`config.mk`:
```
export PLATFORM = sky130hd
export DESIGN_NAME = averaged_hysteresis_thermostat
export DESIGN_NICKNAME = d
export VERILOG_FILES = /design/src/rtl/athm_pkg.sv /design/src/rtl/athm_ring.sv /design/src/rtl/athm_ctrl.sv /design/src/rtl/averaged_hysteresis_thermostat.sv
export SDC_FILE = /design/constraint.sdc
export NUM_CORES = 1
export LEC_CHECK = 0
export BUFFER_PORTS_ARGS = -buffer_cell sky130_fd_sc_hd__buf_2
export CELL_PAD_IN_SITES_DETAIL_PLACEMENT = 1
export CELL_PAD_IN_SITES_GLOBAL_PLACEMENT = 1
export CORE_MARGIN = 3
export CORE_UTILIZATION = 35
export CTS_BUF_LIST = sky130_fd_sc_hd__clkbuf_16
export CTS_CLUSTER_DIAMETER = 80
export DETAILED_ROUTE_END_ITERATION = 8
export PLACE_DENSITY_LB_ADDON = 0.1
export SLEW_MARGIN = 20
export SYNTH_ARGS = -nofsm -noshare
export SYNTH_HDL_FRONTEND = slang
export SYNTH_SLANG_ARGS = --single-unit
```
`constraint.sdc`:
```
create_clock -name clk -period 11.1 [get_ports clk]
set_input_delay 0.555 -clock clk [delete_from_list [all_inputs] [get_ports clk]]
set_output_delay 0.555 -clock clk [all_outputs]
set_load 0.02 [all_outputs]
```
`src/rtl/athm_pkg.sv`:
```
`timescale 1ns / 1ps

package athm_pkg;

    // Window and sample geometry
    localparam int WINDOW     = 20;
    localparam int TEMP_WIDTH = 12;
    localparam int BAND_WIDTH = 11;

    localparam int WIN_LOG = $clog2(WINDOW);
    localparam int POS_W   = WIN_LOG;
    localparam int SUM_W   = TEMP_WIDTH + WIN_LOG;

    // Limit minus band, and its value scaled by the window length
    localparam int DIFF_W = ((TEMP_WIDTH > BAND_WIDTH) ? TEMP_WIDTH : (BAND_WIDTH + 1)) + 1;
    localparam int THR_W  = DIFF_W + WIN_LOG;

    // Reciprocal of the window length for the mean (exact over the sum range)
    localparam int RECIP_SHIFT = TEMP_WIDTH + 2 * WIN_LOG + 1;
    localparam int RECIP_W     = RECIP_SHIFT - WIN_LOG + 2;
    localparam int PROD_W      = SUM_W + RECIP_W;
    localparam logic [RECIP_W-1:0] RECIP =
        RECIP_W'((2 ** RECIP_SHIFT + WINDOW - 1) / WINDOW);

    // Configuration port
    localparam int CFG_IDX_W  = 1;
    localparam int CFG_DATA_W = (TEMP_WIDTH > BAND_WIDTH) ? TEMP_WIDTH : BAND_WIDTH;

    localparam logic signed [TEMP_WIDTH-1:0] LIMIT_RESET = TEMP_WIDTH'(320);
    localparam logic [BAND_WIDTH-1:0]        BAND_RESET  = BAND_WIDTH'(32);

    typedef enum logic [CFG_IDX_W-1:0] {
        CFG_MAX_TEMP = 1'b0,
        CFG_BAND     = 1'b1
    } cfg_index_t;

    typedef enum logic [1:0] {
        OP_NONE = 2'd0,
        OP_ON   = 2'd1,
        OP_OFF  = 2'd2,
        OP_STOP = 2'd3
    } opcode_t;

    typedef struct packed {
        logic                         sample_valid;
        logic signed [TEMP_WIDTH-1:0] temperature;
        opcode_t                      opcode;
    } req_t;

    typedef struct packed {
        logic                         heater_on;
        logic                         pump_on;
        logic                         holding;
        logic signed [TEMP_WIDTH-1:0] average_temperature;
    } rsp_t;

    // (limit - band) * WINDOW, full width, never wraps
    function automatic logic signed [THR_W-1:0] scale_diff(
        input logic signed [TEMP_WIDTH-1:0] limit,
        input logic [BAND_WIDTH-1:0]        band
    );
        logic signed [THR_W-1:0] diff;
        diff = THR_W'(limit) - THR_W'($signed({1'b0, band}));
        return diff * THR_W'(WINDOW);
    endfunction

endpackage

```
`src/rtl/athm_ring.sv`:
```
`timescale 1ns / 1ps

module athm_ring (
    input  logic                                   clk,
    input  logic                                   rst_n,
    input  logic                                   load,
    input  logic signed [athm_pkg::TEMP_WIDTH-1:0] temperature,
    output logic signed [athm_pkg::SUM_W-1:0]      window_sum
);

    localparam logic [athm_pkg::POS_W-1:0] POS_LAST = athm_pkg::POS_W'(athm_pkg::WINDOW - 1);

    logic signed [athm_pkg::TEMP_WIDTH-1:0] ring_reg [athm_pkg::WINDOW];
    logic [athm_pkg::POS_W-1:0]             pos_reg;
    logic [athm_pkg::POS_W-1:0]             pos_next;
    logic signed [athm_pkg::SUM_W-1:0]      sum_reg;
    logic signed [athm_pkg::SUM_W-1:0]      sum_next;
    logic signed [athm_pkg::TEMP_WIDTH-1:0] oldest;

    // Running sum: add the new sample, drop the one it replaces
    always_comb
    begin
        oldest   = ring_reg[pos_reg];
        sum_next = sum_reg + athm_pkg::SUM_W'(temperature) - athm_pkg::SUM_W'(oldest);
        pos_next = (pos_reg == POS_LAST) ? '0 : pos_reg + 1'b1;
    end

    always_ff @(posedge clk or negedge rst_n)
    begin
        if (!rst_n)
        begin
            for (int i = 0; i < athm_pkg::WINDOW; i++)
            begin
                ring_reg[i] <= '0;
            end
            pos_reg <= '0;
            sum_reg <= '0;
        end
        else if (load)
        begin
            ring_reg[pos_reg] <= temperature;
            pos_reg           <= pos_next;
            sum_reg           <= sum_next;
        end
    end

    assign window_sum = sum_reg;

endmodule

```
`src/rtl/athm_ctrl.sv`:
```
`timescale 1ns / 1ps

module athm_ctrl (
    input  logic                               clk,
    input  logic                               rst_n,
    input  logic                               move,
    input  athm_pkg::opcode_t                  opcode,
    input  logic signed [athm_pkg::SUM_W-1:0]  window_sum,
    input  logic signed [athm_pkg::THR_W-1:0]  thr_hi,
    input  logic signed [athm_pkg::THR_W-1:0]  thr_lo,
    output athm_pkg::rsp_t                     result
);

    logic heat_reg, heat_next;
    logic pump_reg, pump_next;
    logic hold_reg, hold_next;
    athm_pkg::rsp_t result_reg;
    athm_pkg::rsp_t result_next;

    logic signed [athm_pkg::THR_W-1:0]      sum_ext;
    logic                                   below_hi;
    logic                                   below_lo;
    logic                                   neg;
    logic [athm_pkg::SUM_W-1:0]             mag;
    logic [athm_pkg::PROD_W-1:0]            prod;
    logic [athm_pkg::TEMP_WIDTH-1:0]        quo;
    logic signed [athm_pkg::TEMP_WIDTH-1:0] mean;

    // Exact threshold tests against limit * WINDOW and (limit - band) * WINDOW
    always_comb
    begin
        sum_ext  = athm_pkg::THR_W'(window_sum);
        below_hi = sum_ext < thr_hi;
        below_lo = sum_ext < thr_lo;
    end

    // Mean, truncated toward zero: magnitude times reciprocal, sign restored
    always_comb
    begin
        neg  = window_sum[athm_pkg::SUM_W-1];
        mag  = neg ? athm_pkg::SUM_W'(-window_sum) : athm_pkg::SUM_W'(window_sum);
        prod = athm_pkg::PROD_W'(mag) * athm_pkg::PROD_W'(athm_pkg::RECIP);
        quo  = prod[athm_pkg::RECIP_SHIFT +: athm_pkg::TEMP_WIDTH];
        mean = neg ? $signed(-quo) : $signed(quo);
    end

    // Command handling and hysteresis
    always_comb
    begin
        heat_next = heat_reg;
        pump_next = pump_reg;
        hold_next = hold_reg;
        case (opcode)
            athm_pkg::OP_ON:
            begin
                pump_next = 1'b1;
                if (below_hi)
                begin
                    heat_next = 1'b1;
                end
                else
                begin
                    hold_next = 1'b1;
                end
            end
            athm_pkg::OP_OFF:
            begin
                heat_next = 1'b0;
                pump_next = 1'b0;
                hold_next = 1'b0;
            end
            athm_pkg::OP_STOP:
            begin
                heat_next = 1'b0;
            end
            default:
            begin
                if (heat_reg && !below_hi)
                begin
                    heat_next = 1'b0;
                    hold_next = 1'b1;
                end
                else if (hold_reg && below_lo)
                begin
                    heat_next = 1'b1;
                    hold_next = 1'b0;
                end
            end
        endcase

        result_next.heater_on           = heat_next;
        result_next.pump_on             = pump_next;
        result_next.holding             = hold_next;
        result_next.average_temperature = mean;
    end

    always_ff @(posedge clk or negedge rst_n)
    begin
        if (!rst_n)
        begin
            heat_reg <= 1'b0;
            pump_reg <= 1'b0;
            hold_reg <= 1'b0;
        end
        else if (move)
        begin
            heat_reg <= heat_next;
            pump_reg <= pump_next;
            hold_reg <= hold_next;
        end
    end

    // Result register, payload only
    always_ff @(posedge clk)
    begin
        if (move)
        begin
            result_reg <= result_next;
        end
    end

    assign result = result_reg;

endmodule

```
`src/rtl/averaged_hysteresis_thermostat.sv`:
```
`timescale 1ns / 1ps

// Averaged hysteresis thermostat.
// req channel (req_valid / req_stall / req): one item per sample slot, with
//   an optional temperature sample and a command (none, on, off, stop).
// rsp channel (rsp_valid / rsp_stall / rsp): exactly one result per item:
//   heater, pump and hold state after the item, and the window mean.
// cfg channel (cfg_valid / cfg_ready / cfg_index / cfg_data): limit and band
//   registers; cfg_ready is always high. Write only while no item is in flight.
// Throughput: one item per cycle while no result is held by rsp_stall. The
//   running sum and the ring update happen at acceptance; the decision and
//   the mean (a reciprocal multiply) are computed from the input register
//   into the result register, which drives rsp_valid.
// When rsp_stall holds a result, one more item is taken into the input
//   register; after that req_stall goes high until the result is taken.
// Reset (rst_n low, asynchronous) empties the pipeline, clears the 20-entry
//   sample ring, the sum, heater, pump and hold, and loads limit 320 and
//   band 32 (1/16 degree units). No clearing pass is needed after reset.

module averaged_hysteresis_thermostat (
    input  logic                                clk,
    input  logic                                rst_n,
    input  logic                                req_valid,
    output logic                                req_stall,
    input  athm_pkg::req_t                      req,
    output logic                                rsp_valid,
    input  logic                                rsp_stall,
    output athm_pkg::rsp_t                      rsp,
    input  logic                                cfg_valid,
    output logic                                cfg_ready,
    input  logic [athm_pkg::CFG_IDX_W-1:0]      cfg_index,
    input  logic [athm_pkg::CFG_DATA_W-1:0]     cfg_data
);

    logic                                   rsp_free;
    logic                                   accept;
    logic                                   move;
    logic                                   s1_valid_reg, s1_valid_next;
    logic                                   rsp_valid_reg, rsp_valid_next;
    athm_pkg::opcode_t                      s1_op_reg;
    logic signed [athm_pkg::SUM_W-1:0]      window_sum;

    logic signed [athm_pkg::TEMP_WIDTH-1:0] limit_reg, limit_next;
    logic [athm_pkg::BAND_WIDTH-1:0]        band_reg, band_next;
    logic signed [athm_pkg::THR_W-1:0]      thr_hi_reg, thr_hi_next;
    logic signed [athm_pkg::THR_W-1:0]      thr_lo_reg, thr_lo_next;
    logic                                   cfg_write;

    // Handshake: the input register advances whenever the result register frees
    always_comb
    begin
        rsp_free  = !rsp_valid_reg || !rsp_stall;
        req_stall = s1_valid_reg && !rsp_free;
        accept    = req_valid && !req_stall;
        move      = s1_valid_reg && rsp_free;

        if (accept)
        begin
            s1_valid_next = 1'b1;
        end
        else if (move)
        begin
            s1_valid_next = 1'b0;
        end
        else
        begin
            s1_valid_next = s1_valid_reg;
        end

        if (move)
        begin
            rsp_valid_next = 1'b1;
        end
        else if (!rsp_stall)
        begin
            rsp_valid_next = 1'b0;
        end
        else
        begin
            rsp_valid_next = rsp_valid_reg;
        end
    end

    always_ff @(posedge clk or negedge rst_n)
    begin
        if (!rst_n)
        begin
            s1_valid_reg  <= 1'b0;
            rsp_valid_reg <= 1'b0;
        end
        else
        begin
            s1_valid_reg  <= s1_valid_next;
            rsp_valid_reg <= rsp_valid_next;
        end
    end

    // Command of the item waiting in the input register
    always_ff @(posedge clk)
    begin
        if (accept)
        begin
            s1_op_reg <= req.opcode;
        end
    end

    // Configuration: keep raw values and thresholds pre-scaled by WINDOW
    always_comb
    begin
        cfg_write   = cfg_valid && cfg_ready;
        limit_next  = limit_reg;
        band_next   = band_reg;
        thr_hi_next = thr_hi_reg;
        thr_lo_next = thr_lo_reg;
        case (athm_pkg::cfg_index_t'(cfg_index))
            athm_pkg::CFG_MAX_TEMP:
            begin
                limit_next  = cfg_data[athm_pkg::TEMP_WIDTH-1:0];
                thr_hi_next = athm_pkg::scale_diff(limit_next, '0);
                thr_lo_next = athm_pkg::scale_diff(limit_next, band_reg);
            end
            athm_pkg::CFG_BAND:
            begin
                band_next   = cfg_data[athm_pkg::BAND_WIDTH-1:0];
                thr_lo_next = athm_pkg::scale_diff(limit_reg, band_next);
            end
            default:
            begin
                limit_next = limit_reg;
            end
        endcase
    end

    always_ff @(posedge clk or negedge rst_n)
    begin
        if (!rst_n)
        begin
            limit_reg  <= athm_pkg::LIMIT_RESET;
            band_reg   <= athm_pkg::BAND_RESET;
            thr_hi_reg <= athm_pkg::scale_diff(athm_pkg::LIMIT_RESET, '0);
            thr_lo_reg <= athm_pkg::scale_diff(athm_pkg::LIMIT_RESET, athm_pkg::BAND_RESET);
        end
        else if (cfg_write)
        begin
            limit_reg  <= limit_next;
            band_reg   <= band_next;
            thr_hi_reg <= thr_hi_next;
            thr_lo_reg <= thr_lo_next;
        end
    end

    assign cfg_ready = 1'b1;

    // Sample ring and running sum, updated at acceptance of a flagged sample
    athm_ring u_ring (
        .clk         (clk),
        .rst_n       (rst_n),
        .load        (accept && req.sample_valid),
        .temperature (req.temperature),
        .window_sum  (window_sum)
    );

    // Decision, mean and result register
    athm_ctrl u_ctrl (
        .clk        (clk),
        .rst_n      (rst_n),
        .move       (move),
        .opcode     (s1_op_reg),
        .window_sum (window_sum),
        .thr_hi     (thr_hi_reg),
        .thr_lo     (thr_lo_reg),
        .result     (rsp)
    );

    assign rsp_valid = rsp_valid_reg;

endmodule

```
==> qor.yml, run 1 <==
rsz0062_at_grt: "false"
io_buffer_count: 49
synth.net_count: 2861
core_sq_mm: 0.0679
n_fill_cell: 7620
async_reset_ff_share_pct: 95.0
timing.fmax_mhz: 115
grt_overflow_total: 0
diodes: 0
synth_flop_cell: "dfrtp_1"
htree_num_levels: 2
end_kind: "flip-flop"
synthesis.area_sq_mm: 0.0242
ys_ff_latch: 337
met2_usage_pct: 32.5
drc: 0
first_iter_violations: 713
cp_top_family: "adder cells"
initial_utilization_pct: 35.6
synth_edf_count: 17
grt-busiest-layer: "met2"
placementRows: 95
gp_congestion: 0.834
avgSynthCellArea_sq_um: 9.87
clk_latency_ns: 0.59
die_h_um: 269
final-seq-area_sq_mm: 0.00854
grt_pass1_vias: 18794
grt_pass1_wl_mm: 108
antenna_found_initial: 0
cts_buffer_depth: 3
yosysSeqAreaShare_pct: 35.3
report.final.hold_viol_count: 0
crit_fanout: 7
finalSetupViolCount: 0
yosys_warnings: 0
post_cts_buffers: 0
period_share_pct: 78.7
finalNetCount: 2862
cts_buffers: 44
clock_sinks: 337
finalMaxSlewViolations: 0
tightest_slew_ns: 0.978
worst_ep_required_time_ns: 11.40
grtUsageMet1_pct: 26.7
min_period_ns: 8.73
dpl.hpwl_mm: 49.9
ant_nets: 0
syn_inst: 2450
die_w_um: 269
fin_skew_ns: 0.0504
area_growth_pct: 10.4
grt_max_degree: 125
via_per_inst: 5.05
max_stage_delay_ns: 0.64
path_class: "flip-flop to flip-flop"
root_buffer: "clkbuf_16"
whs_ns: 0.0504
startpoint_type: "flip-flop"
max_cap_violations: 0
grt.total_usage_pct: 19.2
finalSetupTns_ns: 0
slew_headroom_pct: 34.6
use_met3_pct: 2.02
status: "complete, no violations"
routed_wirelength_mm: 67.2
multi_input_area_sq_mm: 0.0140
cp.arrival_ns: 9.03
largest_reg_flops: 240
crit_buf_inv: 4
wl_per_cell_um: 19.7
drtPass1Iterations: 4
boundaryPins: 51
drive_gt1_share_pct: 10.9
postCtsHoldBufs: 0
tritoncts: "built"
path_clk_slew_ns: 0.06
die_area_sq_mm: 0.0723
hold_path.class: "primary input to asynchronous set/reset pin"
post_cts_resized: 0
synth_cell_types: 81
crit_slowest_cell: "fa_1"
via_count: 17211
[logic make-up (layout without fill, tap and decap cells)]
kind of cell	Yosys count	in the layout	synth area share (%)
AND/OR/NAND/NOR	528	528	9.60
AO/OA/AOI/OAI	568	568	14.0
adder cells (fa/ha/maj)	378	378	23.0
XOR/XNOR	93	93	3.37
other	1	1	0.0155
buffers and inverters	433	470	6.88
multiplexers	112	112	7.95
flip-flops	337	337	35.3
[layout by cell type (no fill, tap or decap), drive strengths merged, types with 13 or more instances in the layout]
master,n
mux2,41
ha,268
inv,331
o21bai,17
mux4,60
nand3,18
nand2,345
a21o,36
xnor2,70
a22oi,25
xor2,23
fa,110
edfxtp,17
a21oi,74
nor2,56
nor3,23
nand4,13
nor2b,14
o21ai,318
clkinv,20
buf,70
dfrtp,310
clkbuf,44
[through the flow]
| step | std cells | setup WS [ns] | area (sq um) | utilization, % |
|---|---|---|---|---|
| detailed placement | 3326 | 2.41 | 25300 | 37.3 |
| CTS | 3408 | 2.40 | 26700 | 39.3 |
| global placement | 3326 | 2.65 | 25300 | 37.3 |
| floorplan | 2450 | 3.36 | 24200 | - |
| finish | 3408 | 2.37 | 26700 | 39.3 |
| global route | 3408 | 1.82 | 26700 | 39.3 |
[metal layers]
| layer | vias up | share of wire [%] |
|---|---|---|
| met2 | 142 | 48 |
| met5 | - | 0 |
| met1 | 8665 | 48 |
| met4 | 0 | 1.9 |
| met3 | 70 | 2.3 |
| li1 | 8334 | - |
[Yosys cell counts (12+ instances only)]
master	n	area (sq um)
a21o_1	36	270
a21oi_1	73	365
a22oi_1	24	180
clkbuf_1	99	372
dfrtp_1	310	7760
edfxtp_1	17	510
fa_1	110	2200
ha_1	268	3350
inv_1	318	1190
mux2_2	41	462
mux4_2	60	1350
nand2_1	345	1290
nand3_1	18	90.1
nand4_1	12	75.1
nor2_1	56	210
nor2b_1	14	87.6
nor3_1	22	110
o211ai_1	12	90.1
o21ai_0	312	1560
o21bai_1	17	128
o22ai_1	12	75.1
xnor2_1	70	613
xor2_1	23	201
[area by class of cell]
class	instances	area share, %
Sequential cell	337	32.0
Tap cell	921	4.32
Multi-Input combinational cell	1680	52.4
Timing Repair Buffer	70	1.55
Inverter	318	4.47
Clock inverter	38	1.16
Clock buffer	44	4.12
[worst paths after layout]
kind                                                   from                               end  slack, ns  cells past startpoint
max                        u_ring.window_sum[5]$_DFFE_PN0P_        u_ctrl.result[9]$_DFFE_PP_       2.37                     27
min                                                   rst_n  u_ring.ring_reg[188]$_DFFE_PN0P_       0.05                      1
max reg2reg                u_ring.window_sum[5]$_DFFE_PN0P_        u_ctrl.result[9]$_DFFE_PP_       2.37                     27
min reg2reg                u_ring.ring_reg[203]$_DFFE_PN0P_  u_ring.ring_reg[203]$_DFFE_PN0P_       0.47                      2
max in group asynchronous                             rst_n  u_ring.window_sum[2]$_DFFE_PN0P_       8.76                      3
min in group clk                                     req[1]            s1_op_reg[1]$_DFFE_PP_       0.14                      1
Power of run 1 is left out: the tool's default activity adds up to more than one toggle a clock period on the data nets, which glitch-free logic cannot reach.
==> run 2, diff against run 1 <==
- clock period: 11.1 -> 7.5 ns (I/O delays scaled with it)
==> run 2 against run 1 <==
The flow now finishes with violations (negative setup slack). Non-clock buffer count up 94. Maximum frequency up 13%. Global-route usage about the same. Sequential share of layout area down 1.4 points. Worst hold slack about the same. Die area unchanged. Clock skew down 0.0060 ns. Cell area up 4.6%. Worst setup slack worse by 2.6 ns. Critical path depth unchanged. Via count up 2.7%. Sequential cell count unchanged.
==> qor.yml, run 2 (synthesized netlist as in run 1, its figures left out) <==
path_class: "flip-flop to flip-flop"
placementRows: 95
hold_path.class: "primary input to flip-flop"
grt_max_degree: 105
hp-start: "rsp_stall"
tritoncts: "built"
layout_common_cells: "nand2_1 (344), inv_1 (314), o21ai_0 (309)"
period_share_pct: 103
boundaryPins: 51
io_buffer_count: 49
cts_buffer_depth: 3
finalSetupViolCount: 7
dp.cells: 3401
crit_fanout: 3
path_clk_slew_ns: 0.06
timing.fmax_mhz: 130
timing.rr.start: "u_ring.window_sum[6]$_DFFE_PN0P_"
pre_cts_ws_ns: -0.240
layout_setup_ws_ns: -0.219
whs_ns: 0.0503
cp.arrival_ns: 8.02
wl_met2_mm: 32.9
fin_skew_ns: 0.0443
ant_nets: 0
slew_headroom_pct: 29.1
gp_congestion: 0.843
first_iter_violations: 607
finalMaxSlewViolations: 0
cts_buffers: 44
largest_reg_flops: 240
end_kind: "flip-flop"
hold_path_depth: 3
violations: "negative setup slack"
antenna_found_initial: 0
drtPass1Iterations: 5
max_stage_delay_ns: 0.57
cpMostUsedCell: "fa_1"
hold_end: "rsp_valid$_DFFE_PN0P_"
min_period_ns: 7.72
grt.total_usage_pct: 19.3
tightest_slew_ns: 1.06
wl_met3_mm: 1.97
clock_sinks: 337
clk_latency_ns: 0.59
htree_num_levels: 2
die_w_um: 269
wl_per_cell_um: 19.4
via_count: 17684
grt_pass1_vias: 19070
report.final.hold_viol_count: 0
r2r_slack_ns: -0.22
startpoint_type: "flip-flop"
worst_ep_required_time_ns: 7.80
status: "finished with violations"
crit_slowest_cell: "fa_1"
die_area_sq_mm: 0.0723
area_growth_pct: 15.5
initial_utilization_pct: 35.6
final_cells: 3503
max_cap_violations: 0
die_h_um: 269
final_common_cell: "nand2_1"
dpl.hpwl_mm: 49.7
grt_overflow_total: 0
core_sq_mm: 0.0679
reg2reg_to: "u_ctrl.result[9]$_DFFE_PP_"
r2r_cells: 27
drive_gt1_share_pct: 16.7
grt_pass1_wl_mm: 109
rsz0062_at_grt: "true"
routed_wirelength_mm: 68.0
highest_layer: "met4"
wl_met1_mm: 31.7
drc: 0
via_per_inst: 5.05
post_dp_cell_area_sq_mm: 0.0260
postLayoutCellArea_sq_mm: 0.0279
root_buffer: "clkbuf_16"
finalNetCount: 2956
-- run 2: cell types whose count changed in the layout (fill, tap and decap cells not counted), sizes merged --
cell	delta
clkinv	+1
bufinv	+1
buf	+90
diode	+1
inv	-2
clkinvlp	-1
dlygate4sd3	+4
clkbuf	+1
-- run 2: layout make-up --
| cell class | count | area, sq um |
|---|---|---|
| inverters | 318 | 1190 |
| multi-input cells | 1680 | 14400 |
| flip-flops and latches | 337 | 8540 |
| diodes | 1 | 2.50 |
| clock buffers | 45 | 1130 |
| repair buffers | 164 | 1160 |
| fillers | 7560 | 39900 |
| clock inverters | 37 | 347 |
| well taps | 921 | 1150 |
-- run 2: how the worst max path moves through the flow --
stage,startpoint,endpoint,slack (ns),cells past startpoint
CTS,u_ring.window_sum[6]$_DFFE_PN0P_,u_ctrl.result[9]$_DFFE_PP_,-0.20,27
global placement,u_ring.window_sum[3]$_DFFE_PN0P_,u_ctrl.result[4]$_DFFE_PP_,-0.1,27
floorplan,u_ring.window_sum[3]$_DFFE_PN0P_,u_ctrl.result[9]$_DFFE_PP_,-0.005,27
finish,u_ring.window_sum[6]$_DFFE_PN0P_,u_ctrl.result[9]$_DFFE_PP_,-0.22,27
detailed placement,u_ring.window_sum[0]$_DFFE_PN0P_,u_ctrl.result[4]$_DFFE_PP_,-0.24,29
global route,u_ring.window_sum[6]$_DFFE_PN0P_,u_ctrl.result[11]$_DFFE_PP_,-0.51,27
-- run 2: metal layers --
metal,global-route usage (%),up-vias
met1,25.9,8904
met3,2.63,72
li1,-,8546
met2,33.1,162
met5,0,-
met4,4.40,0
-- run 2: timing repair --
item	4_1_cts	5_1_grt
endpoints found under the setup margin	8	11
hold buffers	4	0
resized for setup	21	51
setup buffers	6	10
pin swaps	21	15
endpoints found under the hold margin	103	0
-- run 2: through the flow --
step | TNS [ns] | utilization, %
floorplan | -0.00531 | -
finish | -0.775 | 41.2
detailed placement | -1.18 | 38.3
CTS | -0.771 | 40.7
global placement | -0.336 | 38.3
global route | -2.97 | 41.2
-- run 2: critical path, delay by kind of cell, from the launching register on --
kind	cells	cell delay (ns)
flops	1	0.39
simple gates	6	1.69
compound gates	4	0.96
buf+inv	7	0.71
fa+ha+maj	7	3.26
xor+xnor	3	0.41
Power of run 2 is left out for the same reason.
